File: config.mk
export PLATFORM = sky130hd
export DESIGN_NAME = reed_solomon_parity_encoder
export DESIGN_NICKNAME = d
export VERILOG_FILES = /design/src/rtl/rspe_pkg.sv /design/src/rtl/rspe_lfsr.sv /design/src/rtl/rspe_out_buf.sv /design/src/rtl/reed_solomon_parity_encoder.sv
export SDC_FILE = /design/constraint.sdc
export NUM_CORES = 1
export LEC_CHECK = 0
export ABC_AREA = 1
export BUFFER_PORTS_ARGS = -buffer_cell sky130_fd_sc_hd__buf_2
export CAP_MARGIN = 30
export CORE_ASPECT_RATIO = 1.25
export CORE_MARGIN = 3
export CORE_UTILIZATION = 59
export DETAILED_ROUTE_END_ITERATION = 6
export PLACE_DENSITY = 0.76
export SLEW_MARGIN = 10
export SYNTH_ARGS = -nofsm -noshare
export SYNTH_HDL_FRONTEND = slang
export SYNTH_SLANG_ARGS = --single-unit
File: constraint.sdc
create_clock -name aclk -period 11.3 [get_ports aclk]
set_input_delay 0.565 -clock aclk [delete_from_list [all_inputs] [get_ports aclk]]
set_output_delay 0.565 -clock aclk [all_outputs]
set_load 0.02 [all_outputs]
File: src/rtl/rspe_pkg.sv
package rspe_pkg;

    localparam int SYMBOL_BITS_DEF  = 8;
    localparam int PARITY_COUNT_DEF = 16;
    localparam int FIRST_ROOT_DEF   = 1;
    localparam int ROOT_STEP_DEF    = 1;
    localparam int PARITY_CAP       = 64;

    localparam int FIELD_W = 8;
    localparam int INDEX_W = 4;

    localparam logic [FIELD_W-1:0] DATA_COUNT_RESET = 8'd239;

    // primitive field polynomials by symbol size
    localparam logic [8:0] FIELD_POLY_3 = 9'o013;
    localparam logic [8:0] FIELD_POLY_4 = 9'o023;
    localparam logic [8:0] FIELD_POLY_5 = 9'o045;
    localparam logic [8:0] FIELD_POLY_6 = 9'o103;
    localparam logic [8:0] FIELD_POLY_7 = 9'o211;
    localparam logic [8:0] FIELD_POLY_8 = 9'o435;

    localparam logic [7:0] GF_ALPHA = 8'd2;

    typedef logic [PARITY_CAP:0][7:0] coef_arr_t;

    function automatic logic [8:0] field_poly(input int bits);
        logic [8:0] p;
        case (bits)
            3: p = FIELD_POLY_3;
            4: p = FIELD_POLY_4;
            5: p = FIELD_POLY_5;
            6: p = FIELD_POLY_6;
            7: p = FIELD_POLY_7;
            8: p = FIELD_POLY_8;
            default: p = FIELD_POLY_8;
        endcase
        return p;
    endfunction

    function automatic logic [7:0] gf_mul(input logic [7:0] a, input logic [7:0] b,
                                          input int bits);
        logic [8:0] r;
        logic [8:0] poly;
        r    = '0;
        poly = field_poly(bits);
        for (int k = 7; k >= 0; k--) begin
            if (k < bits) begin
                r = r << 1;
                if (r[bits]) begin
                    r = r ^ poly;
                end
                if (b[k]) begin
                    r = r ^ {1'b0, a};
                end
            end
        end
        return r[7:0];
    endfunction

    // g(x) = prod (x + beta^(first+i)), beta = alpha^step
    function automatic coef_arr_t gen_poly(input int bits, input int count,
                                           input int first, input int step);
        coef_arr_t  g;
        logic [7:0] beta;
        logic [7:0] root;
        g    = '0;
        beta = 8'd1;
        root = 8'd1;
        for (int n = 0; n < step; n++) begin
            beta = gf_mul(beta, GF_ALPHA, bits);
        end
        for (int n = 0; n < first; n++) begin
            root = gf_mul(root, beta, bits);
        end
        g[0] = 8'd1;
        for (int i = 0; i < count; i++) begin
            g[i+1] = g[i];
            for (int j = PARITY_CAP; j > 0; j--) begin
                if (j <= i) begin
                    g[j] = g[j-1] ^ gf_mul(g[j], root, bits);
                end
            end
            g[0] = gf_mul(g[0], root, bits);
            root = gf_mul(root, beta, bits);
        end
        return g;
    endfunction

endpackage

File: src/rtl/rspe_lfsr.sv
module rspe_lfsr
    import rspe_pkg::*;
#(
    parameter int SYMBOL_BITS  = SYMBOL_BITS_DEF,
    parameter int PARITY_COUNT = PARITY_COUNT_DEF,
    parameter int FIRST_ROOT   = FIRST_ROOT_DEF,
    parameter int ROOT_STEP    = ROOT_STEP_DEF
) (
    input  logic                   aclk,
    input  logic                   aresetn,
    input  logic                   step,
    input  logic                   clear,
    input  logic [SYMBOL_BITS-1:0] symbol,
    output logic [SYMBOL_BITS-1:0] rem_next [PARITY_COUNT]
);

    localparam coef_arr_t GEN = gen_poly(SYMBOL_BITS, PARITY_COUNT, FIRST_ROOT, ROOT_STEP);

    logic [SYMBOL_BITS-1:0] rem_reg [PARITY_COUNT];
    logic [SYMBOL_BITS-1:0] fb;
    logic [7:0]             fb_wide;

    assign fb      = symbol ^ rem_reg[PARITY_COUNT-1];
    assign fb_wide = 8'(fb);

    always_comb begin
        logic [7:0] prod;
        for (int i = 0; i < PARITY_COUNT; i++) begin
            prod = gf_mul(fb_wide, GEN[i], SYMBOL_BITS);
            if (i == 0) begin
                rem_next[i] = prod[SYMBOL_BITS-1:0];
            end else begin
                rem_next[i] = rem_reg[i-1] ^ prod[SYMBOL_BITS-1:0];
            end
        end
    end

    always_ff @(posedge aclk) begin
        if (!aresetn) begin
            for (int i = 0; i < PARITY_COUNT; i++) begin
                rem_reg[i] <= '0;
            end
        end else if (step) begin
            for (int i = 0; i < PARITY_COUNT; i++) begin
                rem_reg[i] <= clear ? '0 : rem_next[i];
            end
        end
    end

endmodule

File: src/rtl/rspe_out_buf.sv
module rspe_out_buf
    import rspe_pkg::*;
#(
    parameter int SYMBOL_BITS  = SYMBOL_BITS_DEF,
    parameter int PARITY_COUNT = PARITY_COUNT_DEF
) (
    input  logic                   aclk,
    input  logic                   aresetn,
    input  logic                   load,
    input  logic [SYMBOL_BITS-1:0] load_data [PARITY_COUNT],
    output logic                   busy,
    output logic                   m_valid,
    input  logic                   m_ready,
    output logic [FIELD_W-1:0]     m_parity_symbol,
    output logic [INDEX_W-1:0]     m_parity_index,
    output logic                   m_last_parity
);

    localparam int IDX_W = (PARITY_COUNT > 1) ? $clog2(PARITY_COUNT) : 1;

    logic [SYMBOL_BITS-1:0] par_reg [PARITY_COUNT];
    logic [IDX_W-1:0]       idx_reg;
    logic [IDX_W-1:0]       idx_next;
    logic                   valid_reg;
    logic                   valid_next;
    logic                   take;
    logic                   last;
    logic [IDX_W+INDEX_W-1:0]       idx_wide;
    logic [SYMBOL_BITS+FIELD_W-1:0] sym_wide;

    assign take = valid_reg && m_ready;
    assign last = (idx_reg == IDX_W'(PARITY_COUNT - 1));

    always_comb begin
        idx_next   = idx_reg;
        valid_next = valid_reg;
        if (load) begin
            idx_next   = '0;
            valid_next = 1'b1;
        end else if (take) begin
            idx_next   = idx_reg + 1'b1;
            valid_next = !last;
        end
    end

    always_ff @(posedge aclk) begin
        if (!aresetn) begin
            valid_reg <= 1'b0;
            idx_reg   <= '0;
        end else begin
            valid_reg <= valid_next;
            idx_reg   <= idx_next;
        end
    end

    always_ff @(posedge aclk) begin
        if (load) begin
            for (int i = 0; i < PARITY_COUNT; i++) begin
                par_reg[i] <= load_data[i];
            end
        end else if (take) begin
            for (int i = 0; i < PARITY_COUNT - 1; i++) begin
                par_reg[i] <= par_reg[i+1];
            end
        end
    end

    assign idx_wide = {{INDEX_W{1'b0}}, idx_reg};
    assign sym_wide = {{FIELD_W{1'b0}}, par_reg[0]};

    assign busy            = valid_reg;
    assign m_valid         = valid_reg;
    assign m_parity_symbol = sym_wide[FIELD_W-1:0];
    assign m_parity_index  = idx_wide[INDEX_W-1:0];
    assign m_last_parity   = last;

`ifndef ASSERT_OFF
    a_last_ends: assert property (@(posedge aclk) disable iff (!aresetn)
        (take && last) |=> !valid_reg)
        else $error("buffer still valid after last parity beat");
`endif

endmodule

File: src/rtl/reed_solomon_parity_encoder.sv
// Reed-Solomon parity encoder, GF(2^SYMBOL_BITS), systematic code.
// Input channel s_*: one data symbol per beat, highest order first.
// Output channel m_*: PARITY_COUNT parity beats per code block, lowest
// order first, with m_parity_index on every beat and m_last_parity on the final beat.
// cfg_wr_en/cfg_wr_data set data_count (k); write only while idle.
// Throughput: one data symbol per cycle while s_ready is high; the remainder
// bank updates in a single parallel step through constant GF multipliers.
// Latency: the first parity beat is valid the cycle after the last data
// beat of the block is accepted; the rest follow one per cycle while m_ready is high.
// The parity is copied into an output shift register when a block ends,
// so the next block's data is taken while parity drains. Only the final
// data beat of a block waits (s_ready low) while the previous block's
// parity is still draining; that buffer sets how often blocks may end.
// A stalled receiver holds m_* steady and, through that, the final beat.
// Reset (aresetn low, synchronous) clears the remainder, the symbol count
// and the output buffer's valid flag and index, and sets data_count to 239.
module reed_solomon_parity_encoder
    import rspe_pkg::*;
#(
    parameter int SYMBOL_BITS  = SYMBOL_BITS_DEF,
    parameter int PARITY_COUNT = PARITY_COUNT_DEF,
    parameter int FIRST_ROOT   = FIRST_ROOT_DEF,
    parameter int ROOT_STEP    = ROOT_STEP_DEF
) (
    input  logic               aclk,
    input  logic               aresetn,
    input  logic               cfg_wr_en,
    input  logic [FIELD_W-1:0] cfg_wr_data,
    input  logic               s_valid,
    output logic               s_ready,
    input  logic [FIELD_W-1:0] s_data_symbol,
    output logic               m_valid,
    input  logic               m_ready,
    output logic [FIELD_W-1:0] m_parity_symbol,
    output logic [INDEX_W-1:0] m_parity_index,
    output logic               m_last_parity
);

    logic [FIELD_W-1:0]     data_count_reg;
    logic [FIELD_W-1:0]     seen_reg;
    logic [FIELD_W-1:0]     seen_next;
    logic [FIELD_W-1:0]     limit;
    logic                   finish_now;
    logic                   accept;
    logic                   buf_busy;
    logic [SYMBOL_BITS-1:0] rem_next [PARITY_COUNT];

    assign limit      = (data_count_reg == '0) ? FIELD_W'(1) : data_count_reg;
    assign finish_now = ({1'b0, seen_reg} + 9'd1) >= {1'b0, limit};
    assign s_ready    = !(finish_now && buf_busy);
    assign accept     = s_valid && s_ready;

    always_comb begin
        seen_next = seen_reg;
        if (accept) begin
            seen_next = finish_now ? '0 : seen_reg + 1'b1;
        end
    end

    always_ff @(posedge aclk) begin
        if (!aresetn) begin
            data_count_reg <= DATA_COUNT_RESET;
            seen_reg       <= '0;
        end else begin
            if (cfg_wr_en) begin
                data_count_reg <= cfg_wr_data;
            end
            seen_reg <= seen_next;
        end
    end

    rspe_lfsr #(
        .SYMBOL_BITS  (SYMBOL_BITS),
        .PARITY_COUNT (PARITY_COUNT),
        .FIRST_ROOT   (FIRST_ROOT),
        .ROOT_STEP    (ROOT_STEP)
    ) u_lfsr (
        .aclk     (aclk),
        .aresetn  (aresetn),
        .step     (accept),
        .clear    (finish_now),
        .symbol   (s_data_symbol[SYMBOL_BITS-1:0]),
        .rem_next (rem_next)
    );

    rspe_out_buf #(
        .SYMBOL_BITS  (SYMBOL_BITS),
        .PARITY_COUNT (PARITY_COUNT)
    ) u_out_buf (
        .aclk            (aclk),
        .aresetn         (aresetn),
        .load            (accept && finish_now),
        .load_data       (rem_next),
        .busy            (buf_busy),
        .m_valid         (m_valid),
        .m_ready         (m_ready),
        .m_parity_symbol (m_parity_symbol),
        .m_parity_index  (m_parity_index),
        .m_last_parity   (m_last_parity)
    );

`ifndef ASSERT_OFF
    a_stall_cause: assert property (@(posedge aclk) disable iff (!aresetn)
        !s_ready |-> m_valid)
        else $error("input stalled with no parity pending");
    a_block_end: assert property (@(posedge aclk) disable iff (!aresetn)
        (accept && finish_now) |=> (m_valid && m_parity_index == '0))
        else $error("block end did not start parity output");
    a_start_src: assert property (@(posedge aclk) disable iff (!aresetn)
        $rose(m_valid) |-> $past(accept && finish_now))
        else $error("parity output started without a block end");
`endif

endmodule
==> results.py, run 1 <==
metrics = {
    "status": {
        "run_status": "complete, no violations",
    },
    "drt": {
        "drc": 0,
        "vias": 9337,
        "detailedRoute.firstPassIterationCount": 6,
        "dr.first_iter.drc_count": 1002,
        "antenna_left": 0,
        "postRouteWirelength_mm": 31.27,
        "wl_per_cell_um": 18.55,
        "route.detailed.vias_per_inst": 5.538,
    },
    "synthesis": {
        "post_synth_inst_count": 1361,
        "post_synth_instance_area_um2": 14040,
        "ys_warn_count": 0,
        "yosys.area.top_type_share": 0.5473,
        "netlist_top_cells_area": "edfxtp_1 (55%), nand2_1 (9.5%), xor2_1 (8.5%), xnor2_1 (4.3%), o21ai_0 (3.5%)",
        "yosys.area.top_type": "edfxtp_1",
        "syn_avg_cell_area_um2": 10.32,
        "synth.yosys.seq_area_share": 0.5773,
        "netlist-cell-type-count": 35,
        "ys_seq_elements": 277,
        "postSynthNetCount": 1392,
    },
    "global_route": {
        "gr-max-usage-layer": "met2",
        "antenna_found_initial": 0,
        "first_pass_grt_wire_length_mm": 49.20,
        "groute.usage.overall": 0.2488,
        "global_route.overflow_total": 0,
        "vias_in_the_first_global_route": 9191,
        "grt_start_max_net_pins": 93,
        "use_met1": 0.3438,
        "groute.layer.met3.usage": 0.02467,
        "grt_use_met2": 0.4072,
    },
    "clock_network": {
        "cts.clk_slew.worst_paths_ns": 0.06,
        "tritoncts_clock_tree": "built",
        "cts_repair_resize_count": 0,
        "cts.path.max_buffers": 3,
        "count_of_hold_buffers_inserted_by_post_cts_repair": 0,
        "cts_buffers": 28,
        "cts.htree.levels": 1,
        "clk_root_buffer_cell": "clkbuf_16",
        "clock_sinks": 277,
        "post-cts-setup-buffer-count": 0,
        "insertion_delay_ns": 0.55,
    },
    "die": {
        "die_area_um2": 25700,
        "coreArea_um2": 23190,
        "ios": 36,
        "initial_core_utilization": 0.6055,
        "die_y_um": 178.5,
        "die_x_um": 144,
        "fp-row-count": 62,
    },
    "worst_setup_path": {
        "crit_type": "flip-flop to flip-flop",
        "cp-start-kind": "flip-flop",
        "r2r_cells": 14,
        "crit_path_max_fanout": 78,
        "critical_path_required_ns": 11.57,
        "timing.critical_path.to_type": "flip-flop",
        "cp_data_arrival_time_ns": 4.56,
    },
    "job": {
        "timing.max_cap.violations": 0,
    },
    "timing": {
        "number_of_endpoints_with_negative_hold_slack_in_the_final_report": 0,
        "tns_setup_ns": 0,
        "max_clock_freq_ghz": 0.2330,
        "setup-violations-final": 0,
        "unrepaired_setup_endpoints_after_global_routing": "false",
        "skew_ns": 0.01113,
        "layout_worst_path_cycle_share": 0.3797,
        "report.final.slew_viol_count": 0,
        "post-route-min-period_ns": 4.291,
        "slew_headroom": 0.3810,
        "timing_worst_slew_pin_value_ns": 0.9286,
    },
    "min_path": {
        "worst_hold_path_type": "primary input to flip-flop",
        "hold_depth": 3,
    },
    "place": {
        "placedInstanceArea_um2": 14380,
        "post-dp-hpwl_mm": 20.93,
        "placement.io_buffers": 35,
        "place_congestion": 0.8986,
    },
    "power_and_ir_drop": {
        "p_leak_uw": 0.006306,
        "max-vdd-ir-drop_mv": 0.1703,
        "power_density_nw_per_um2": 323.0,
    },
    "finish": {
        "nets": 1409,
        "final_core_util": 0.6602,
        "layout-area-overhead-vs-synth_pct": 9.033,
        "finalInstanceArea_um2": 15310,
        "antennaDiodeCount": 0,
        "fill_cells": 1755,
        "drive_gt1_frac": 0.1144,
    },
}
where the power goes:
part           switching [uW]  total, uW  internal, uW
Sequential               93.1       1630          1540
Combinational            1590       2390           795
Clock                     390        925           536
kinds of logic after synthesis:
kind of cell / after synthesis / synth area share
adders and majority gates: 10 / 0.008909
buffers and inverters: 148 / 0.04668
and+or+nand+nor: 565 / 0.1711
AOI/OAI and AO/OA: 142 / 0.05194
DFF: 277 / 0.5773
xor gates and xnor gates: 219 / 0.1441
per-layer routing:
layer  vias to the layer above  share of wire
met4                         0          0.040
met2                       303           0.49
met3                        79          0.054
met5                         -              0
met1                      4478           0.42
li1                       4477              -
layout by cell type (no fill, tap or decap), drive strengths merged:
cell type	synthesis	routed
nand3b	7	7
dfxtp	21	21
nand2	380	380
bufinv	0	3
o21ai	119	119
xor2	147	147
clkbuf	28	34
or2	3	3
buf	28	43
edfxtp	256	256
nand3	38	38
o211ai	1	1
nor2	131	131
clkinv	0	12
a21oi	21	21
xnor2	72	72
clkinvlp	0	1
nor4b	1	1
nand4	4	4
a41o	1	1
inv	92	92
nor4	1	1
ha	10	10
worst max-delay path, stage by stage (launching register included):
cell and delay, ns:
dfxtp_1 0.42, ha_1 0.23, nand3_2 0.12, nor2_2 0.15, xor2_1 0.24, ha_1 0.29, a21oi_1 0.13, o211ai_1 0.14
a21oi_4 0.18, nand3_1 0.17, nand3_2 0.10, buf_4 0.55, nand2_4 0.52, buf_4 0.43, buf_16 0.26
area by class of cell:
class / count / area, um^2 / area share
clock buffer: 34 / 744.5 / 0.04862
clock inverter: 16 / 161.4 / 0.01054
inverter: 92 / 347.8 / 0.02271
multi-input combinational: 936 / 5296 / 0.3459
sequential: 277 / 8108 / 0.5295
tap: 288 / 360.3 / 0.02353
timing repair buffer: 43 / 295.3 / 0.01928
path summary, 6_finish.rpt:
check                                      start                                  end  slack (ns)
hold reg to reg   data_count_reg[0]$_SDFFE_PN1P_       data_count_reg[0]$_SDFFE_PN1P_        0.47
setup / recovery        seen_reg[0]$_SDFFE_PN0P_  u_out_buf.par_reg[0][117]$_DFFE_PP_        7.01
hold / removal                    cfg_wr_data[0]       data_count_reg[0]$_SDFFE_PN1P_        0.23
setup reg to reg        seen_reg[0]$_SDFFE_PN0P_  u_out_buf.par_reg[0][117]$_DFFE_PP_        7.01
Yosys cell counts:
| cell | number |
|---|---|
| inv_2 | 7 |
| nor2_2 | 21 |
| a21oi_4 | 1 |
| nand2_2 | 22 |
| nand2_4 | 4 |
| xor2_1 | 136 |
| buf_6 | 5 |
| ha_1 | 10 |
| nand2_1 | 354 |
| o21ai_1 | 21 |
| buf_1 | 3 |
| nor2_8 | 1 |
| buf_2 | 5 |
| clkbuf_1 | 28 |
| o211ai_1 | 1 |
| inv_1 | 85 |
| nand3_1 | 35 |
| or2_1 | 2 |
| nor4_1 | 1 |
| nand4_1 | 3 |
| edfxtp_1 | 256 |
| dfxtp_1 | 21 |
| nor2_1 | 109 |
| xor2_2 | 11 |
| a21oi_1 | 20 |
| nand3_2 | 3 |
| nor4b_1 | 1 |
| o21ai_0 | 98 |
| a41o_1 | 1 |
| xnor2_1 | 69 |
| or2_2 | 1 |
| nand4_4 | 1 |
| xnor2_2 | 3 |
| nand3b_1 | 7 |
| buf_4 | 15 |
per-stage QoR:
stage	hold WS [ns]	instances	power, uW	worst slack (ns)
after floorplan	0.4308	1361	3378	5.869
after global placement	0.4528	1633	3943	6.996
after detailed placement	0.4625	1635	4001	7.044
after CTS	0.2185	1685	4948	6.979
after global routing	0.2397	1686	5262	6.581
final	0.2298	1686	4946	7.009
No activity file was read; power rests on OpenSTA's default activity.
==> run 2: changes to the inputs <==
Clock period 11.3 ns to 4.2 ns, I/O delays scaled along.
==> results.py, run 2 (synthesis gave the netlist of run 1 again) <==
metrics = {
    "status": {
        "run_status": "complete, no violations",
    },
    "clock_network": {
        "insertion_delay_ns": 0.55,
        "cts.path.max_buffers": 3,
        "tritoncts_clock_tree": "built",
        "cts.htree.levels": 1,
        "cts_buffers": 27,
        "post-cts-setup-buffer-count": 0,
        "cts_repair_resize_count": 0,
        "clock_sinks": 277,
        "cts.clk_slew.worst_paths_ns": 0.06,
        "clk_root_buffer_cell": "clkbuf_16",
    },
    "timing": {
        "setup-violations-final": 0,
        "tns_setup_ns": 0,
        "layout_worst_path_cycle_share": 0.8211,
        "post-route-min-period_ns": 3.449,
        "unrepaired_setup_endpoints_after_global_routing": "false",
        "slew_headroom": 0.4961,
        "report.final.slew_viol_count": 0,
        "max_clock_freq_ghz": 0.2900,
        "timing.final.ws_setup_ns": 0.7514,
        "number_of_endpoints_with_negative_hold_slack_in_the_final_report": 0,
        "timing_worst_slew_pin_value_ns": 0.7540,
        "skew_ns": 0.01086,
    },
    "finish": {
        "antennaDiodeCount": 0,
        "layout_commonest_cell": "nand2_1",
        "layout-area-overhead-vs-synth_pct": 9.817,
        "layout.cells.non_filler": 1703,
        "drive_gt1_frac": 0.1145,
        "fill_cells": 1755,
        "final_core_util": 0.6650,
        "nets": 1426,
        "mostFrequentLayoutCells": "nand2_1 (352), edfxtp_1 (256), xor2_1 (136)",
    },
    "min_path": {
        "worst_hold_path_type": "primary input to flip-flop",
    },
    "die": {
        "die_y_um": 178.5,
        "initial_core_utilization": 0.6055,
        "fp-row-count": 62,
        "ios": 36,
        "die_area_um2": 25700,
        "die_x_um": 144,
        "coreArea_um2": 23190,
    },
    "worst_setup_path": {
        "crit_path_cell_trace": "ha_1 -> nand3_2 -> xor2_1 -> ha_1 -> a21oi_1 -> o21ai_0 -> a21oi_4 -> nand3_1 -> nand2_1 -> nand2_1 -> nand2_8 -> buf_4",
        "critical_path_required_ns": 4.44,
        "slowest_stage": "nand2_8",
        "cp-start-kind": "flip-flop",
        "crit_type": "flip-flop to flip-flop",
        "cp_data_arrival_time_ns": 3.69,
        "timing.critical_path.to_type": "flip-flop",
        "critPathMaxStageDelay_ns": 0.43,
        "crit_path_max_fanout": 54,
    },
    "power_and_ir_drop": {
        "power.share.clock": 0.176,
        "switching_fraction_of_total_power": 0.4249,
        "power_density_nw_per_um2": 857.3,
        "p_int_uw": 7603,
        "p_leak_uw": 0.006341,
        "max-vdd-ir-drop_mv": 0.5363,
        "power_frac_comb": 0.492,
        "p_switching_uw": 5619,
        "power.sequential.fraction": 0.332,
    },
    "drt": {
        "vias": 9453,
        "drc": 0,
        "wl_per_cell_um": 18.60,
        "antenna_left": 0,
        "dr.first_iter.drc_count": 966,
        "route.detailed.vias_per_inst": 5.551,
        "detailedRoute.firstPassIterationCount": 7,
        "postRouteWirelength_mm": 31.68,
    },
    "place": {
        "detailedPlace.worstSlack_ns": 0.7758,
        "place_congestion": 0.8881,
        "post-dp-hpwl_mm": 21.25,
        "placed_cells": 1642,
        "placement.io_buffers": 35,
    },
    "global_route": {
        "grt_start_max_net_pins": 78,
        "first_pass_grt_wire_length_mm": 49.72,
        "groute.usage.overall": 0.2508,
        "vias_in_the_first_global_route": 9148,
        "global_route.overflow_total": 0,
        "antenna_found_initial": 0,
    },
    "job": {
        "timing.max_cap.violations": 0,
    },
}
-- run 2: cell types whose count changed in the layout (fill, tap and decap cells not counted), sizes merged --
cell / change
buf: +6
bufinv: -1
clkinv: -2
clkinvlp: +1
dlygate4sd3: +12
inv: +1
-- run 2: final cells by class --
type	instances	area [um^2]	share of cell area
multi-input combinational	936	5305	0.3440
clock inverter	15	125.1	0.008112
sequential	277	8108	0.5257
tap	288	360.3	0.02336
inverter	92	347.8	0.02255
clock buffer	34	701.9	0.04551
timing repair buffer	61	475.5	0.03083
-- run 2: timing repair --
| action | CTS | global route |
|---|---|---|
| endpoints found under the hold margin | 11 | 0 |
| setup endpoints to repair | 0 | 0 |
| hold buffers | 12 | 0 |
-- run 2: critical path: cells and delay by family, from the launching register on --
kind	cells	cell delay, ns
AOI/OAI and AO/OA	3	0.52
buffers and inverters	1	0.32
DFF	1	0.41
adders and majority gates	2	0.54
and+or+nand+nor	5	1.07
xor gates and xnor gates	1	0.26
-- run 2: path summary, 6_finish.rpt --
kind                            startpoint  cells past startpoint                                  to  slack, ns
setup / recovery  seen_reg[0]$_SDFFE_PN0P_                     12  u_lfsr.rem_reg[1][3]$_SDFFCE_PP0P_       0.75
hold / removal                   cfg_wr_en                      2      data_count_reg[6]$_SDFFE_PN1P_       0.03
setup reg to reg  seen_reg[0]$_SDFFE_PN0P_                     12  u_lfsr.rem_reg[1][3]$_SDFFCE_PP0P_       0.75
hold reg to reg   seen_reg[1]$_SDFFE_PN0P_                      2            seen_reg[1]$_SDFFE_PN0P_       0.49
-- run 2: stage by stage --
step	hold slack, ns	instance area (um^2)	power (uW)
after floorplan	0.3323	14050	9083
after global placement	0.4213	14480	10690
after detailed placement	0.4270	14480	10820
after CTS	0.01038	15420	13210
after global routing	0.05881	15420	14090
final	0.02588	15420	13220
-- run 2: power by group through the flow --
stage,combinational [uW],clock [uW],sequential (uW)
floorplan,4720,0,4370
global placement,6270,0,4420
detailed placement,6390,0,4430
CTS,6460,2360,4390
global route,7190,2460,4440
finish,6510,2330,4390
-- run 2: layer usage --
layer | vias up | track usage | share of wire
met2 | 340 | 0.4094 | 0.48
met1 | 4506 | 0.3442 | 0.41
met3 | 78 | 0.03486 | 0.064
met4 | 0 | 0.09262 | 0.038
li1 | 4529 | - | -
met5 | - | 0 | 0
==> run 3: changes to the inputs <==
Settings changed: CORE_UTILIZATION 59 to 57, PLACE_DENSITY 0.76 to 0.77.
Clock period 4.2 ns to 2.8 ns, I/O delays scaled along.
==> results.py, run 3 (synthesis gave the netlist of run 1 again) <==
metrics = {
    "power_and_ir_drop": {
        "p_switching_uw": 8734,
        "switching_fraction_of_total_power": 0.4250,
        "p_int_uw": 11820,
        "power_frac_comb": 0.510,
        "p_leak_uw": 0.006818,
        "power_density_nw_per_um2": 1255,
        "power.sequential.fraction": 0.320,
        "max-vdd-ir-drop_mv": 0.6464,
        "power.share.clock": 0.169,
    },
    "place": {
        "detailedPlace.worstSlack_ns": -0.002925,
        "placement.io_buffers": 35,
        "post-dp-hpwl_mm": 23.16,
        "placedInstanceArea_um2": 15070,
        "place_congestion": 0.9031,
    },
    "drt": {
        "route.detailed.vias_per_inst": 5.449,
        "detailedRoute.firstPassIterationCount": 6,
        "dr.first_iter.drc_count": 1072,
        "antenna_left": 0,
        "wl_per_cell_um": 18.71,
        "drc": 0,
        "postRouteWirelength_mm": 33.93,
        "vias": 9885,
    },
    "clock_network": {
        "insertion_delay_ns": 0.54,
        "tritoncts_clock_tree": "built",
        "cts.htree.levels": 1,
        "clock_sinks": 277,
        "cts.path.max_buffers": 3,
        "cts_buffers": 27,
        "clk_root_buffer_cell": "clkbuf_16",
        "cts.clk_slew.worst_paths_ns": 0.06,
    },
    "finish": {
        "layout-area-overhead-vs-synth_pct": 16.57,
        "nets": 1502,
        "drive_gt1_frac": 0.1645,
        "mostFrequentLayoutCells": "nand2_1 (349), edfxtp_1 (256), xor2_1 (136)",
        "layout_commonest_cell": "nand2_1",
        "fill_cells": 1784,
        "antennaDiodeCount": 0,
        "finalInstanceArea_um2": 16370,
    },
    "global_route": {
        "first_pass_grt_wire_length_mm": 51.76,
        "gr-max-usage-layer": "met2",
        "groute.usage.overall": 0.2468,
        "use_met1": 0.3181,
        "antenna_found_initial": 0,
        "grt_use_met2": 0.4275,
        "groute.layer.met3.usage": 0.02896,
        "global_route.overflow_total": 0,
        "vias_in_the_first_global_route": 9606,
        "grt_start_max_net_pins": 154,
    },
    "worst_setup_path": {
        "crit_path_max_fanout": 4,
        "cp_data_arrival_time_ns": 2.58,
        "crit_type": "flip-flop to primary output",
        "r2r_cells": 13,
        "critical_path_required_ns": 2.66,
        "cp-start-kind": "flip-flop",
        "timing.critical_path.to_type": "primary output",
    },
    "die": {
        "initial_core_utilization": 0.5861,
        "die_y_um": 181.5,
        "die_x_um": 146.4,
        "die_area_um2": 26570,
        "fp-row-count": 63,
        "ios": 36,
        "coreArea_um2": 23960,
    },
    "timing": {
        "timing.final.ws_setup_ns": 0.08288,
        "post-route-min-period_ns": 2.717,
        "setup-violations-final": 0,
        "slew_headroom": 0.5936,
        "max_clock_freq_ghz": 0.3680,
        "layout_worst_path_cycle_share": 0.9704,
        "number_of_endpoints_with_negative_hold_slack_in_the_final_report": 0,
        "skew_ns": 0.01770,
        "report.final.slew_viol_count": 0,
        "timing_worst_slew_pin_value_ns": 0.6096,
        "unrepaired_setup_endpoints_after_global_routing": "true",
    },
    "job": {
        "timing.max_cap.violations": 0,
    },
    "min_path": {
        "hold_depth": 3,
        "worst_hold_path_type": "primary input to flip-flop",
    },
    "status": {
        "run_status": "complete, no violations",
    },
}
==> run 3: cell count changes in the layout (fill, tap and decap cells not counted), sizes merged <==
cell	before	now
buf	49	111
clkbuf	34	37
dlygate4sd3	12	23
clkinvlp	2	1
inv	93	92
==> run 3: stage by stage <==
stage,hold WS [ns],instances,TNS (ns),utilization,total power (uW)
after floorplan,0.2623,1361,-29.99,-,13630
after global placement,0.3550,1730,0,0.6288,16580
after detailed placement,0.3571,1730,-0.005369,0.6288,16850
after CTS,0.001248,1801,0,0.6750,20450
after global routing,0.03633,1814,-1.835,0.6832,21770
final,0.01266,1814,0,0.6832,20550
==> run 3: power by group through the flow <==
| stage | combinational [uW] | clock (uW) | sequential, uW |
|---|---|---|---|
| final | 10500 | 3480 | 6590 |
| after global routing | 11500 | 3660 | 6650 |
| after CTS | 10400 | 3500 | 6580 |
| after detailed placement | 10200 | 0 | 6660 |
| after global placement | 9950 | 0 | 6630 |
| after floorplan | 7080 | 0 | 6550 |
==> run 3: area by class of cell <==
class	count	area, um^2	share of cell area
flip-flops and latches	277	8123	0.4961
multi-input cells	936	5428	0.3315
repair buffers	137	1244	0.07596
clock buffers	34	701.9	0.04287
well taps	325	406.6	0.02484
inverters	92	355.3	0.02170
clock inverters	13	113.9	0.006954
==> run 3: critical path, stage by stage (launching register included) <==
cell	delay, ns
dfxtp_4	0.38
ha_4	0.16
nand3_4	0.09
nor2_4	0.11
xor2_1	0.19
ha_1	0.29
a21oi_2	0.14
o211ai_1	0.13
a21oi_4	0.17
nand3_4	0.12
nand2_4	0.12
buf_4	0.15
==> run 3: repair_timing <==
action / in CTS / in global routing
cloned: 0 / 4
resized for setup: 12 / 18
setup buffers: 1 / 10
pin swaps: 9 / 8
endpoints found under the hold margin: 11 / 0
hold buffers: 23 / 0
setup endpoints to repair: 5 / 231
==> run 3: path summary, 6_finish.rpt <==
check | from | end | slack [ns]
min | aresetn | seen_reg[1]$_SDFFE_PN0P_ | 0.01
max | seen_reg[1]$_SDFFE_PN0P_ | s_ready | 0.08
max reg2reg | seen_reg[1]$_SDFFE_PN0P_ | u_lfsr.rem_reg[0][25]$_SDFFCE_PP0P_ | 0.11
min reg2reg | u_out_buf.m_parity_index[1]$_SDFFE_PP0P_ | u_out_buf.m_parity_index[1]$_SDFFE_PP0P_ | 0.51
==> run 3: per-layer routing <==
metal	part of all wire	wire [um]
met2	0.50	17040
met3	0.063	2128
met4	0.046	1562
met5	0	0
met1	0.39	13200
